### src/batch_to_space_address_map_macros.svh
// Assertion macros for the batch-to-space address map.
`ifndef BATCH_TO_SPACE_ADDRESS_MAP_MACROS_SVH
`define BATCH_TO_SPACE_ADDRESS_MAP_MACROS_SVH

// Same-cycle implication, disabled during reset.
`define B2S_ASSERT_NOW(label, ante, cons, msg) \
  label: assert property (@(posedge clk_i) disable iff (!rst_ni) (ante) |-> (cons)) \
    else $error(msg);

// Next-cycle implication, disabled during reset.
`define B2S_ASSERT_NEXT(label, ante, cons, msg) \
  label: assert property (@(posedge clk_i) disable iff (!rst_ni) (ante) |=> (cons)) \
    else $error(msg);

`endif

### src/b2s_div.sv
// Pipelined restoring divider, one quotient bit per register stage.
module b2s_div #(
  parameter int unsigned DW = 31,
  parameter int unsigned VW = 13,
  parameter int unsigned SW = 1
) (
  input  logic          clk_i,
  input  logic          rst_ni,
  input  logic          en_i,
  input  logic          valid_i,
  input  logic [DW-1:0] num_i,
  input  logic [VW-1:0] den_i,
  input  logic [SW-1:0] side_i,
  output logic          valid_o,
  output logic [DW-1:0] quo_o,
  output logic [VW-1:0] rem_o,
  output logic [SW-1:0] side_o
);

  logic          v_q    [DW];
  logic [DW-1:0] num_q  [DW];
  logic [VW-1:0] rem_q  [DW];
  logic [SW-1:0] side_q [DW];

  for (genvar k = 0; k < DW; k++) begin : g_stage
    logic          v_in;
    logic [DW-1:0] num_in;
    logic [VW-1:0] rem_in;
    logic [SW-1:0] side_in;
    logic [VW:0]   trial;
    logic [VW:0]   diff;
    logic          ge;
    logic [DW-1:0] num_d;
    logic [VW-1:0] rem_d;

    if (k == 0) begin : g_first
      assign v_in    = valid_i;
      assign num_in  = num_i;
      assign rem_in  = '0;
      assign side_in = side_i;
    end else begin : g_next
      assign v_in    = v_q[k-1];
      assign num_in  = num_q[k-1];
      assign rem_in  = rem_q[k-1];
      assign side_in = side_q[k-1];
    end

    always_comb begin
      trial = {rem_in, num_in[DW-1]};
      diff  = trial - {1'b0, den_i};
      ge    = (trial >= {1'b0, den_i});
      rem_d = ge ? diff[VW-1:0] : trial[VW-1:0];
      num_d = {num_in[DW-2:0], ge};
    end

    always_ff @(posedge clk_i or negedge rst_ni) begin
      if (!rst_ni) begin
        v_q[k] <= 1'b0;
      end else if (en_i) begin
        v_q[k] <= v_in;
      end
    end

    always_ff @(posedge clk_i) begin
      if (en_i) begin
        num_q[k]  <= num_d;
        rem_q[k]  <= rem_d;
        side_q[k] <= side_in;
      end
    end
  end

  assign valid_o = v_q[DW-1];
  assign quo_o   = num_q[DW-1];
  assign rem_o   = rem_q[DW-1];
  assign side_o  = side_q[DW-1];

endmodule

### config.mk
export PLATFORM = sky130hd
export DESIGN_NAME = b2s_div
export DESIGN_NICKNAME = d
export VERILOG_FILES = /design/src/batch_to_space_address_map_macros.svh /design/src/b2s_div.sv
export SDC_FILE = /design/constraint.sdc
export NUM_CORES = 2
export LEC_CHECK = 0
export BUFFER_PORTS_ARGS = -buffer_cell sky130_fd_sc_hd__buf_4
export CORE_AREA = 5 5 344 346
export DETAILED_ROUTE_END_ITERATION = 7
export DIE_AREA = 0 0 349 351
export PLACE_DENSITY = 0.8
export SYNTH_ARGS = -nofsm -noshare
export SYNTH_HDL_FRONTEND = slang
export SYNTH_SLANG_ARGS = --single-unit
### constraint.sdc
create_clock -name clk_i -period 3 [get_ports clk_i]
set_input_delay 0.15 -clock clk_i [delete_from_list [all_inputs] [get_ports clk_i]]
set_output_delay 0.15 -clock clk_i [all_outputs]
set_load 0.02 [all_outputs]
==> results_dict.tcl <==
set metrics [dict create \
    crit_slowest_cell "sky130_fd_sc_hd__edfxtp_1" \
    category_of_the_worst_setup_path_launch_point "flop" \
    fin_worst_skew_ns 0.0243 \
    worstPathBufferInverterCount 2 \
    worst-path-max-fanout 6 \
    ios 95 \
    global_route_wire_length_before_repair_um 194000 \
    maxCapViolations 0 \
    final_design_area_no_fill_sq_um 75500 \
    totalPowerFinal_mw 76.6 \
    yosys.cell_types.count 79 \
    vdd.ir_drop.worst_uv 717 \
    floorplan.core_area_sq_um 115000 \
    die-height_um 351 \
    netlist_area_sq_um 64900 \
    post_synthesis_sequential_area_ratio 0.658 \
    cts_made_buffers 148 \
    finalHoldViolations 0 \
    max-slew-margin-rel 0.530 \
    post-route-drc-count 0 \
    fmaxAchievable_mhz 349 \
    tritoncts "built" \
    worst_skew_pair.late_latency_ns 0.77 \
    route.detailed.wl_per_inst_um 18.1 \
    buffers_from_clock_root_to_sink_at_most 3 \
    floorplan.die_area_sq_um 122000 \
    clk_pin_slew_ns 0.06 \
    min_period_ns 2.86 \
    path_depth 11 \
    final_max_slew_viol_count 0 \
    worstSetupPathType "reg2reg" \
    grt_antenna_before_repair 1 \
    final_worst_path_setup_slack_ns 0.138 \
    rr_worst_depth 11 \
    slowest_delay_ns 0.42 \
    final.fill_count 8113 \
    net_count_after_synthesis 4855 \
    timing.hold.worst.class "in2reg" \
    crit_chain "inv_1 > ha_2 > fa_2 > nand2b_4 > a21boi_4 > o21a_1 > o21ba_4 > o22ai_2 > o31ai_2 > buf_6 > mux2_2" \
    powerDensity_nw_per_um2 1010 \
    critical-path-top-delay-family "compound AO/OA/AOI/OAI gates" \
    via_per_inst 5.63 \
    drive_above_1_share 0.191 \
    drt_pre_antenna_iters 5 \
    grt_start_max_net_pins 109 \
    die_width_um 349 \
    detailroute.via_count 36900 \
    synth_seq_cells 1426 \
    groute.usage.overall 0.196 \
    synth_top_flop_cell "sky130_fd_sc_hd__edfxtp_1" \
    floorplan.initialDensity 0.563 \
    nNetsFinal 5383 \
    final_antenna_net_count 0 \
    antenna_cells_inserted 0 \
    num_rows 125 \
    timing.critical_path.to_type "flop" \
    worst-endpoint-arrival_ns 3.38 \
    post_route_setup_tns_ns 0 \
    whs_ns 0.0574 \
    dp.final_hpwl_um 77800 \
    grt_setup_unrepaired "no" \
    placed_cell_count 6242 \
    status "complete, no violations" \
    synthArstFlopShare 0.0217 \
    synth.most_common_cell "sky130_fd_sc_hd__edfxtp_1" \
    fin_crit_sh 0.954 \
    ys.warnings.count 0 \
    globalRouteOverflowTotal 0 \
    synth_cells 4384 \
    drt-initial-drc-count 2739 \
    numClockSinks 1426 \
    tightestPinTransition_ns 0.705 \
    static-leakage-power_nw 28.9 \
    dpl-instance-area_sq_um 70000 \
    synth_area_leaders "sky130_fd_sc_hd__edfxtp_1 (65%), sky130_fd_sc_hd__ha_1 (7.6%), sky130_fd_sc_hd__mux2_2 (4.6%), sky130_fd_sc_hd__xnor2_1 (2.1%), sky130_fd_sc_hd__a21oi_1 (2.0%)" \
    gp_congestion 0.905 \
    report.final.setup_viol 0 \
    yosys.area.top_type "sky130_fd_sc_hd__edfxtp_1" \
    portBuffers 94 \
    cp_data_required_time_ns 3.51 \
    first_global_vias 37700 \
    htreeDepth 4 \
    top_cell_type_s_share_of_synthesized_area 0.646 \
    flow.area_growth_from_synthesis_pct 16.5 \
    final_core_util 0.656 \
    holdPathStages 3 \
    synth_edf_count 1395 \
    netlist_top_cells_count "sky130_fd_sc_hd__edfxtp_1 (1,395), sky130_fd_sc_hd__ha_1 (392), sky130_fd_sc_hd__mux2_2 (265), sky130_fd_sc_hd__a21oi_1 (258), sky130_fd_sc_hd__nor2_1 (251)" \
    synth.avg_cell_area_sq_um 14.8 \
    post_route_insts_no_fill 6558 \
    dp_worst_setup_slack_ns -0.145 \
    postRouteWirelength_um 119000 \
    cts_root_buffer "sky130_fd_sc_hd__clkbuf_16" \
]
-- cell families after synthesis --
| kind of cell | Yosys count | share of synthesized area |
|---|---|---|
| AND/OR/NAND/NOR | 796 | 0.0587 |
| buffers and inverters | 211 | 0.0144 |
| AO/OA/AOI/OAI | 942 | 0.0924 |
| adder cells (fa/ha/maj) | 422 | 0.0849 |
| multiplexers | 329 | 0.0569 |
| flip-flops | 1426 | 0.658 |
| XOR/XNOR | 258 | 0.0348 |
-- what timing repair did --
action / in CTS / in global routing
setup endpoints to repair: 7 / 99
setup buffers: 0 / 2
hold endpoints to repair: 154 / 0
pin swaps: 0 / 7
resized for setup: 3 / 31
gates cloned: 0 / 2
hold buffers: 40 / 0
-- power breakdown --
group	switching (mW)	internal [mW]
sequential	2.03	27.7
combinational	14.1	14.2
clock	7.61	10.9
total	23.8	52.8
-- layer usage --
layer | global-route usage | part of all wire | vias up
li1 | - | - | 17900
met1 | 0.264 | 0.44 | 17800
met2 | 0.325 | 0.48 | 903
met3 | 0.0332 | 0.053 | 251
met4 | 0.0737 | 0.032 | 0
met5 | 0 | 0 | -
-- path summary, 6_finish.rpt --
kind	from	to	slack, ns
worst max-delay path	num_q[0][123]$_DFFE_PP_	rem_q[4][9]$_DFFE_PP_	0.14
worst min-delay path	den_i[8]	num_q[0][0]$_DFFE_PP_	0.06
worst max register to register	num_q[0][123]$_DFFE_PP_	rem_q[4][9]$_DFFE_PP_	0.14
worst min register to register	num_q[1][5]$_DFFE_PP_	num_q[1][37]$_DFFE_PP_	0.40
max in group asynchronous	rst_ni	g_stage[23].v_in$_DFFE_PN0P_	2.43
min in group asynchronous	rst_ni	valid_o$_DFFE_PN0P_	0.41
-- cell type report --
| class | instances | area (sq um) | area share |
|---|---|---|---|
| well taps | 1524 | 1910 | 0.0252 |
| inverters | 150 | 571 | 0.00755 |
| clock inverters | 95 | 1100 | 0.0145 |
| clock buffers | 177 | 3890 | 0.0514 |
| repair buffers | 439 | 4060 | 0.0537 |
| flip-flops and latches | 1426 | 42700 | 0.565 |
| multi-input cells | 2747 | 21400 | 0.283 |
-- registers in the layout, summed over array words and instances (netlist names) --
signal and count:
num_q 961, rem_q 403, side_q 31, g_stage.v_in 30
valid_o 1
-- cell usage in the layout (no fill, tap or decap), drive strengths merged, types with 35 or more instances in the layout --
cell,instances
o21ai,254
a21oi,259
clkbuf,177
dlygate4sd3,39
nor2,252
xnor2,155
nand3,36
a21boi,35
o21a,63
nor2b,80
ha,392
a31oi,44
a21o,96
xor2,103
buf,400
nand4,42
clkinv,65
edfxtp,1395
inv,154
nand2,195
nand2b,48
mux2i,51
nor3,56
mux2,278
-- worst min-delay path: stages --
cell	delay (ns)
sky130_fd_sc_hd__buf_4	0.09
sky130_fd_sc_hd__nor4_1	0.05
sky130_fd_sc_hd__o2111a_1	0.29
Note: power is estimated with default switching activity, not from simulation.
