==> src/batch_to_space_address_map_macros.svh <==
// Assertion macros for the batch-to-space address map.
`ifndef BATCH_TO_SPACE_ADDRESS_MAP_MACROS_SVH
`define BATCH_TO_SPACE_ADDRESS_MAP_MACROS_SVH

// Same-cycle implication, disabled during reset.
`define B2S_ASSERT_NOW(label, ante, cons, msg) \
  label: assert property (@(posedge clk_i) disable iff (!rst_ni) (ante) |-> (cons)) \
    else $error(msg);

// Next-cycle implication, disabled during reset.
`define B2S_ASSERT_NEXT(label, ante, cons, msg) \
  label: assert property (@(posedge clk_i) disable iff (!rst_ni) (ante) |=> (cons)) \
    else $error(msg);

`endif

==> src/b2s_pkg.sv <==
// Shared types and constants for the batch-to-space address map.
package b2s_pkg;

  localparam int unsigned IDX_W      = 31;
  localparam int unsigned ELEM_W     = 64;
  localparam int unsigned BS_W       = 7;
  localparam int unsigned CROP_W     = 12;
  localparam int unsigned DIM_W      = 13;
  localparam int unsigned OUT_W      = 15;
  localparam int unsigned CFG_DATA_W = 15;
  localparam int unsigned CFG_IDX_W  = 3;

  typedef enum logic [CFG_IDX_W-1:0] {
    REG_BLK_FACTOR  = 3'd0,
    REG_TRIM_TOP    = 3'd1,
    REG_TRIM_LEFT   = 3'd2,
    REG_IN_WIDTH    = 3'd3,
    REG_IN_HEIGHT   = 3'd4,
    REG_OUT_BATCHES = 3'd5,
    REG_OUT_HEIGHT  = 3'd6,
    REG_OUT_WIDTH   = 3'd7
  } reg_idx_e;

  // Settings the remap stages read; the user must keep them stable while items are in flight (not enforced here).
  typedef struct packed {
    logic [BS_W-1:0]   blk_factor;
    logic [CROP_W-1:0] trim_top;
    logic [CROP_W-1:0] trim_left;
    logic [OUT_W-1:0]  out_height;
    logic [OUT_W-1:0]  out_width;
  } cfg_t;

endpackage

==> src/b2s_remap.sv <==
// Scale, crop, bounds-check and re-linearize stages of the address map.
module b2s_remap #(
  parameter int unsigned DEPTH = 8,
  parameter int unsigned CHW   = 4
) (
  input  logic                         clk_i,
  input  logic                         rst_ni,
  input  logic                         en_i,
  input  b2s_pkg::cfg_t                cfg_i,
  input  logic                         valid_i,
  input  logic [CHW-1:0]               ch_i,
  input  logic [b2s_pkg::DIM_W-1:0]    col_i,
  input  logic [b2s_pkg::DIM_W-1:0]    row_i,
  input  logic [b2s_pkg::DIM_W-1:0]    ob_i,
  input  logic [b2s_pkg::IDX_W-1:0]    off_h_i,
  input  logic [b2s_pkg::BS_W-1:0]     off_w_i,
  input  logic [b2s_pkg::ELEM_W-1:0]   elem_i,
  output logic                         valid_o,
  output logic [b2s_pkg::IDX_W-1:0]    dst_o,
  output logic [b2s_pkg::ELEM_W-1:0]   elem_o,
  output logic                         ok_o
);

  localparam int unsigned NS   = 5;
  localparam int unsigned PW   = b2s_pkg::DIM_W + b2s_pkg::BS_W;
  localparam int unsigned SUMW = b2s_pkg::IDX_W + 2;
  localparam int unsigned SGW  = SUMW + 1;
  localparam int unsigned OW   = b2s_pkg::OUT_W;
  localparam int unsigned IW   = b2s_pkg::IDX_W;

  logic [NS-1:0] v_q;
  logic [b2s_pkg::ELEM_W-1:0] elem_q [NS];
  logic [CHW-1:0]             ch_q   [NS];

  // stage 1: scale by block size, add block offset
  logic [PW-1:0]             rb, cb;
  logic [SUMW-1:0]           hs_d, ws_d, hs_q, ws_q;
  logic [b2s_pkg::DIM_W-1:0] ob1_q;
  // stage 2: crop and bounds check
  logic signed [SGW-1:0]     oh_s, ow_s;
  logic                      ok_d, ok2_q, ok3_q, ok4_q, ok5_q;
  logic [OW-1:0]             oh_q, ow_q, ow3_q;
  logic [b2s_pkg::DIM_W-1:0] ob2_q;
  // stages 3..5: linearize
  logic [b2s_pkg::DIM_W+OW-1:0] p1;
  logic [IW+OW-1:0]             p2;
  logic [IW-1:0]                p3;
  logic [IW-1:0]                t1_d, t1_q, t2_d, t2_q, t3_d, t3_q;

  always_comb begin
    rb   = PW'(row_i) * PW'(cfg_i.blk_factor);
    cb   = PW'(col_i) * PW'(cfg_i.blk_factor);
    hs_d = SUMW'(rb) + SUMW'(off_h_i);
    ws_d = SUMW'(cb) + SUMW'(off_w_i);

    oh_s = $signed({1'b0, hs_q}) - $signed(SGW'(cfg_i.trim_top));
    ow_s = $signed({1'b0, ws_q}) - $signed(SGW'(cfg_i.trim_left));
    ok_d = !oh_s[SGW-1] && !ow_s[SGW-1] &&
           (oh_s[SUMW-1:0] < SUMW'(cfg_i.out_height)) &&
           (ow_s[SUMW-1:0] < SUMW'(cfg_i.out_width));

    p1   = (b2s_pkg::DIM_W+OW)'(ob2_q) * (b2s_pkg::DIM_W+OW)'(cfg_i.out_height);
    t1_d = IW'(p1) + IW'(oh_q);

    p2   = (IW+OW)'(t1_q) * (IW+OW)'(cfg_i.out_width);
    t2_d = p2[IW-1:0] + IW'(ow3_q);

    p3   = t2_q * IW'(DEPTH);
    t3_d = ok4_q ? (p3 + IW'(ch_q[3])) : '0;
  end

  always_ff @(posedge clk_i or negedge rst_ni) begin
    if (!rst_ni) begin
      v_q <= '0;
    end else if (en_i) begin
      v_q <= {v_q[NS-2:0], valid_i};
    end
  end

  always_ff @(posedge clk_i) begin
    if (en_i) begin
      elem_q[0] <= elem_i;
      ch_q[0]   <= ch_i;
      for (int i = 1; i < NS; i++) begin
        elem_q[i] <= elem_q[i-1];
        ch_q[i]   <= ch_q[i-1];
      end
      hs_q  <= hs_d;
      ws_q  <= ws_d;
      ob1_q <= ob_i;
      ok2_q <= ok_d;
      oh_q  <= oh_s[OW-1:0];
      ow_q  <= ow_s[OW-1:0];
      ob2_q <= ob1_q;
      ok3_q <= ok2_q;
      ow3_q <= ow_q;
      t1_q  <= t1_d;
      ok4_q <= ok3_q;
      t2_q  <= t2_d;
      ok5_q <= ok4_q;
      t3_q  <= t3_d;
    end
  end

  assign valid_o = v_q[NS-1];
  assign dst_o   = t3_q;
  assign elem_o  = elem_q[NS-1];
  assign ok_o    = ok5_q;

endmodule

==> config.mk <==
export PLATFORM = sky130hd
export DESIGN_NAME = b2s_remap
export DESIGN_NICKNAME = d
export VERILOG_FILES = /design/src/batch_to_space_address_map_macros.svh /design/src/b2s_pkg.sv /design/src/b2s_remap.sv
export SDC_FILE = /design/constraint.sdc
export NUM_CORES = 2
export LEC_CHECK = 0
export BUFFER_PORTS_ARGS = -buffer_cell sky130_fd_sc_hd__buf_2
export CAP_MARGIN = 15
export CORE_MARGIN = 8
export CORE_UTILIZATION = 40
export DETAILED_ROUTE_END_ITERATION = 12
export REMOVE_ABC_BUFFERS = 1
export SYNTH_ARGS = -nofsm -noshare
export SYNTH_HDL_FRONTEND = slang
export SYNTH_SLANG_ARGS = --single-unit
==> constraint.sdc <==
create_clock -name clk_i -period 12.53 [get_ports clk_i]
set_clock_uncertainty 0.05 [all_clocks]
set_input_delay 2.506 -clock clk_i [delete_from_list [all_inputs] [get_ports clk_i]]
set_output_delay 2.506 -clock clk_i [all_outputs]
set_load 0.02 [all_outputs]
==> results.toml <==
[logic_synthesis]
yosysUniqueCellTypes = 62
synth_area_um2 = 43150
ys_async_sr_fraction_pct = 0.8993
post-synth-top-count-cell = "inv_1"
syn_inst = 3720
yosys_warnings = 0
synthMuxAreaShare_pct = 0.2494
syn_area_per_cell_um2 = 11.60
synth_simple_gate_area_share_pct = 11.25
synth_adder_area_share_pct = 34.14
synth_top_area_share_pct = 38.34
synth_seq_cells = 556
ys.flop_type = "edfxtp_1"
synth_top_family_by_area = "adder cells"
synth_common_cells = "698 x inv_1, 551 x edfxtp_1, 539 x fa_1"
synth_area_leaders = "edfxtp_1 38%, fa_1 25%, ha_1 9.1%"
yosys.area.top_type = "edfxtp_1"
synth_edf_count = 551
ys_seq_area_share_pct = 38.63
synth_compound_area_share_pct = 4.541
synth-xor-area-share_pct = 3.146

[routing]
wl_per_cell_um = 16.71
drt_pass1_iterations = 5
viasPerCell = 4.789
drtIter0Drc = 1198
vias = 25810
ant_nets = 0
drc = 0
wl_um = 90090

[timing]
fin_crit_sh_pct = 68.87
rsz0062_at_grt = "no"
period_needed_ns = 8.629
worst_pin_slew_ns = 0.9430
drv_slew = 0
timing.setup.tns_ns = 0
setup_violations = 0
timing.fmax_mhz = 115.9
relSlewSlack_pct = 37.13
final_hold_viol_count = 0

[final_layout]
drive_above_1_share_pct = 10.66
syn_to_final_growth_pct = 10.85
utilization_pct = 44.68
nFillCells = 10000
final_area_um2 = 47830
final_cells = 5390
nets = 5001

[worst_setup_path]
arrival_ns = 8.98
end_kind = "register"
crit_start = "cfg_i[0]"
path_class = "primary input to register"
critPathLaunchType = "primary input"
required_ns = 12.88
rr_startpoint = "t1_q[10]"
ff2ff_path_depth = 19
cp_max_fo = 29

[global_routing]
grt_usage_pct = 15.42
antenna_found_initial = 9
grt_pass1_wl_um = 146800
grt_max_degree = 177
grt_pass1_vias = 27640
grt.overflow.total = 0

[hold_path]
hold_depth = 0
hold_start = "elem_q[0][158]"
min_path_type = "register to register"

[clocking]
tritoncts = "built"
clockBufferDepth = 3
insertion_delay_ns = 0.66
postCtsSetupBuffers = 0
cts_max_level = 3
hold_buffers = 0
ctsResizeCount = 0
clkTransAtPathRegs_ns = 0.06
cts_root_buffer = "clkbuf_16"
numCtsBuffers = 68
cts.sinks = 556

[placement]
io_buffers = 306
place_inst = 5270
dpl.hpwl_um = 69280
routabilityCongestion = 0.8137
placedInstanceArea_um2 = 45650

[floorplanning]
core_area_um2 = 107100
fp.dieW_um = 344.5
initial_utilization_pct = 40.31
dieArea_um2 = 118600
die_y_um = 344.5
std_cell_rows = 120
ioPinCount = 307

[run_status]
status = "finished clean"

[flow_run]
cap_violations = 0
[layout by cell type, fill, tap and decap left out, drive strengths merged, types with 8 or more instances in the layout]
cell    synthesis  layout
nand2         443     443
and3           14      14
buf            64     310
nor3           20      20
a21boi         17      17
a31oi          11      11
a211oi         13      13
inv           698     703
and2          336     336
nor2           78      78
o211ai          8       8
o21ai          56      56
o21a           24      24
nand4          13      13
fa            539     539
nor2b          12      12
ha            315     315
clkinv          0      36
clkbuf         99      75
o21bai          9       9
nand2b          8       8
or3            16      16
xor2           34      34
a21oi          74      74
edfxtp        551     551
a211o           8       8
xnor2         121     121
nand3          23      23
a21o           40      40
[cells by family after synthesis]
kind of cell               count (synthesis)
and+or+nand+nor                          986
buffers and inverters                    861
adders and majority gates                854
DFF                                      556
AOI/OAI and AO/OA                        298
xor gates and xnor gates                 155
muxes                                     10
[registers in the layout, summed over array words and instances (netlist names), 15 cells and up]
signal and flops:
t1_q 28, hs_q 32, oh_q 15, ow_q 15, ow3_q 15, elem_q 320
ch_q 16, ws_q 21, dst_o 31, t2_q 28
[stage by stage]
| step | hold WS (ns) | setup WS (ns) |
|---|---|---|
| finish | 0.3166 | 3.901 |
| floorplan | 0.3503 | 4.446 |
| global placement | 0.3502 | 3.290 |
| CTS | 0.3147 | 3.903 |
| global route | 0.3231 | 3.457 |
| detailed placement | 0.3545 | 3.175 |
[cell type report]
type,count,area (µm²),area share (%)
clock buffers,75,1728,3.612
flip-flops and latches,556,16670,34.85
multi-input cells,2303,23010,48.10
well taps,1403,1755,3.670
clock inverters,44,450.4,0.9417
inverters,698,2620,5.477
diodes,1,2.502,0.005231
repair buffers,310,1597,3.338
[final timing paths]
| check | to | slack, ns |
|---|---|---|
| setup / recovery | t2_q[26] | 3.90 |
| hold / removal | elem_q[0][222] | 0.32 |
| setup reg to reg | t2_q[26] | 5.44 |
| hold reg to reg | elem_q[0][222] | 0.32 |
| max in group asynchronous | v_q[0] | 10.66 |
| min in group asynchronous | v_q[3] | 1.64 |
[metal layers]
metal / up-vias / share of wire (%) / global-route usage, %
met2: 474 / 49 / 26.81
met4: 10 / 2.1 / 4.336
met1: 12940 / 44 / 19.85
met3: 130 / 4.7 / 2.526
li1: 12260 / - / -
met5: - / 0.069 / 0
[worst max-delay path: stages]
cell and delay, ns:
buf_2 0.46, nand2_1 0.16, fa_1 0.54, fa_1 0.55, inv_1 0.05, fa_1 0.50
inv_1 0.06, fa_1 0.52, inv_1 0.05, fa_1 0.49, fa_1 0.41, ha_1 0.36
a21oi_1 0.26, o21bai_1 0.09, a41oi_1 0.38, a221oi_1 0.19, o41ai_1 0.62, o21ai_0 0.28
a221oi_1 0.35, xnor2_1 0.10
Power is not shown: default switching activity piles up to over one toggle a cycle in this logic, so the estimate is an artifact.
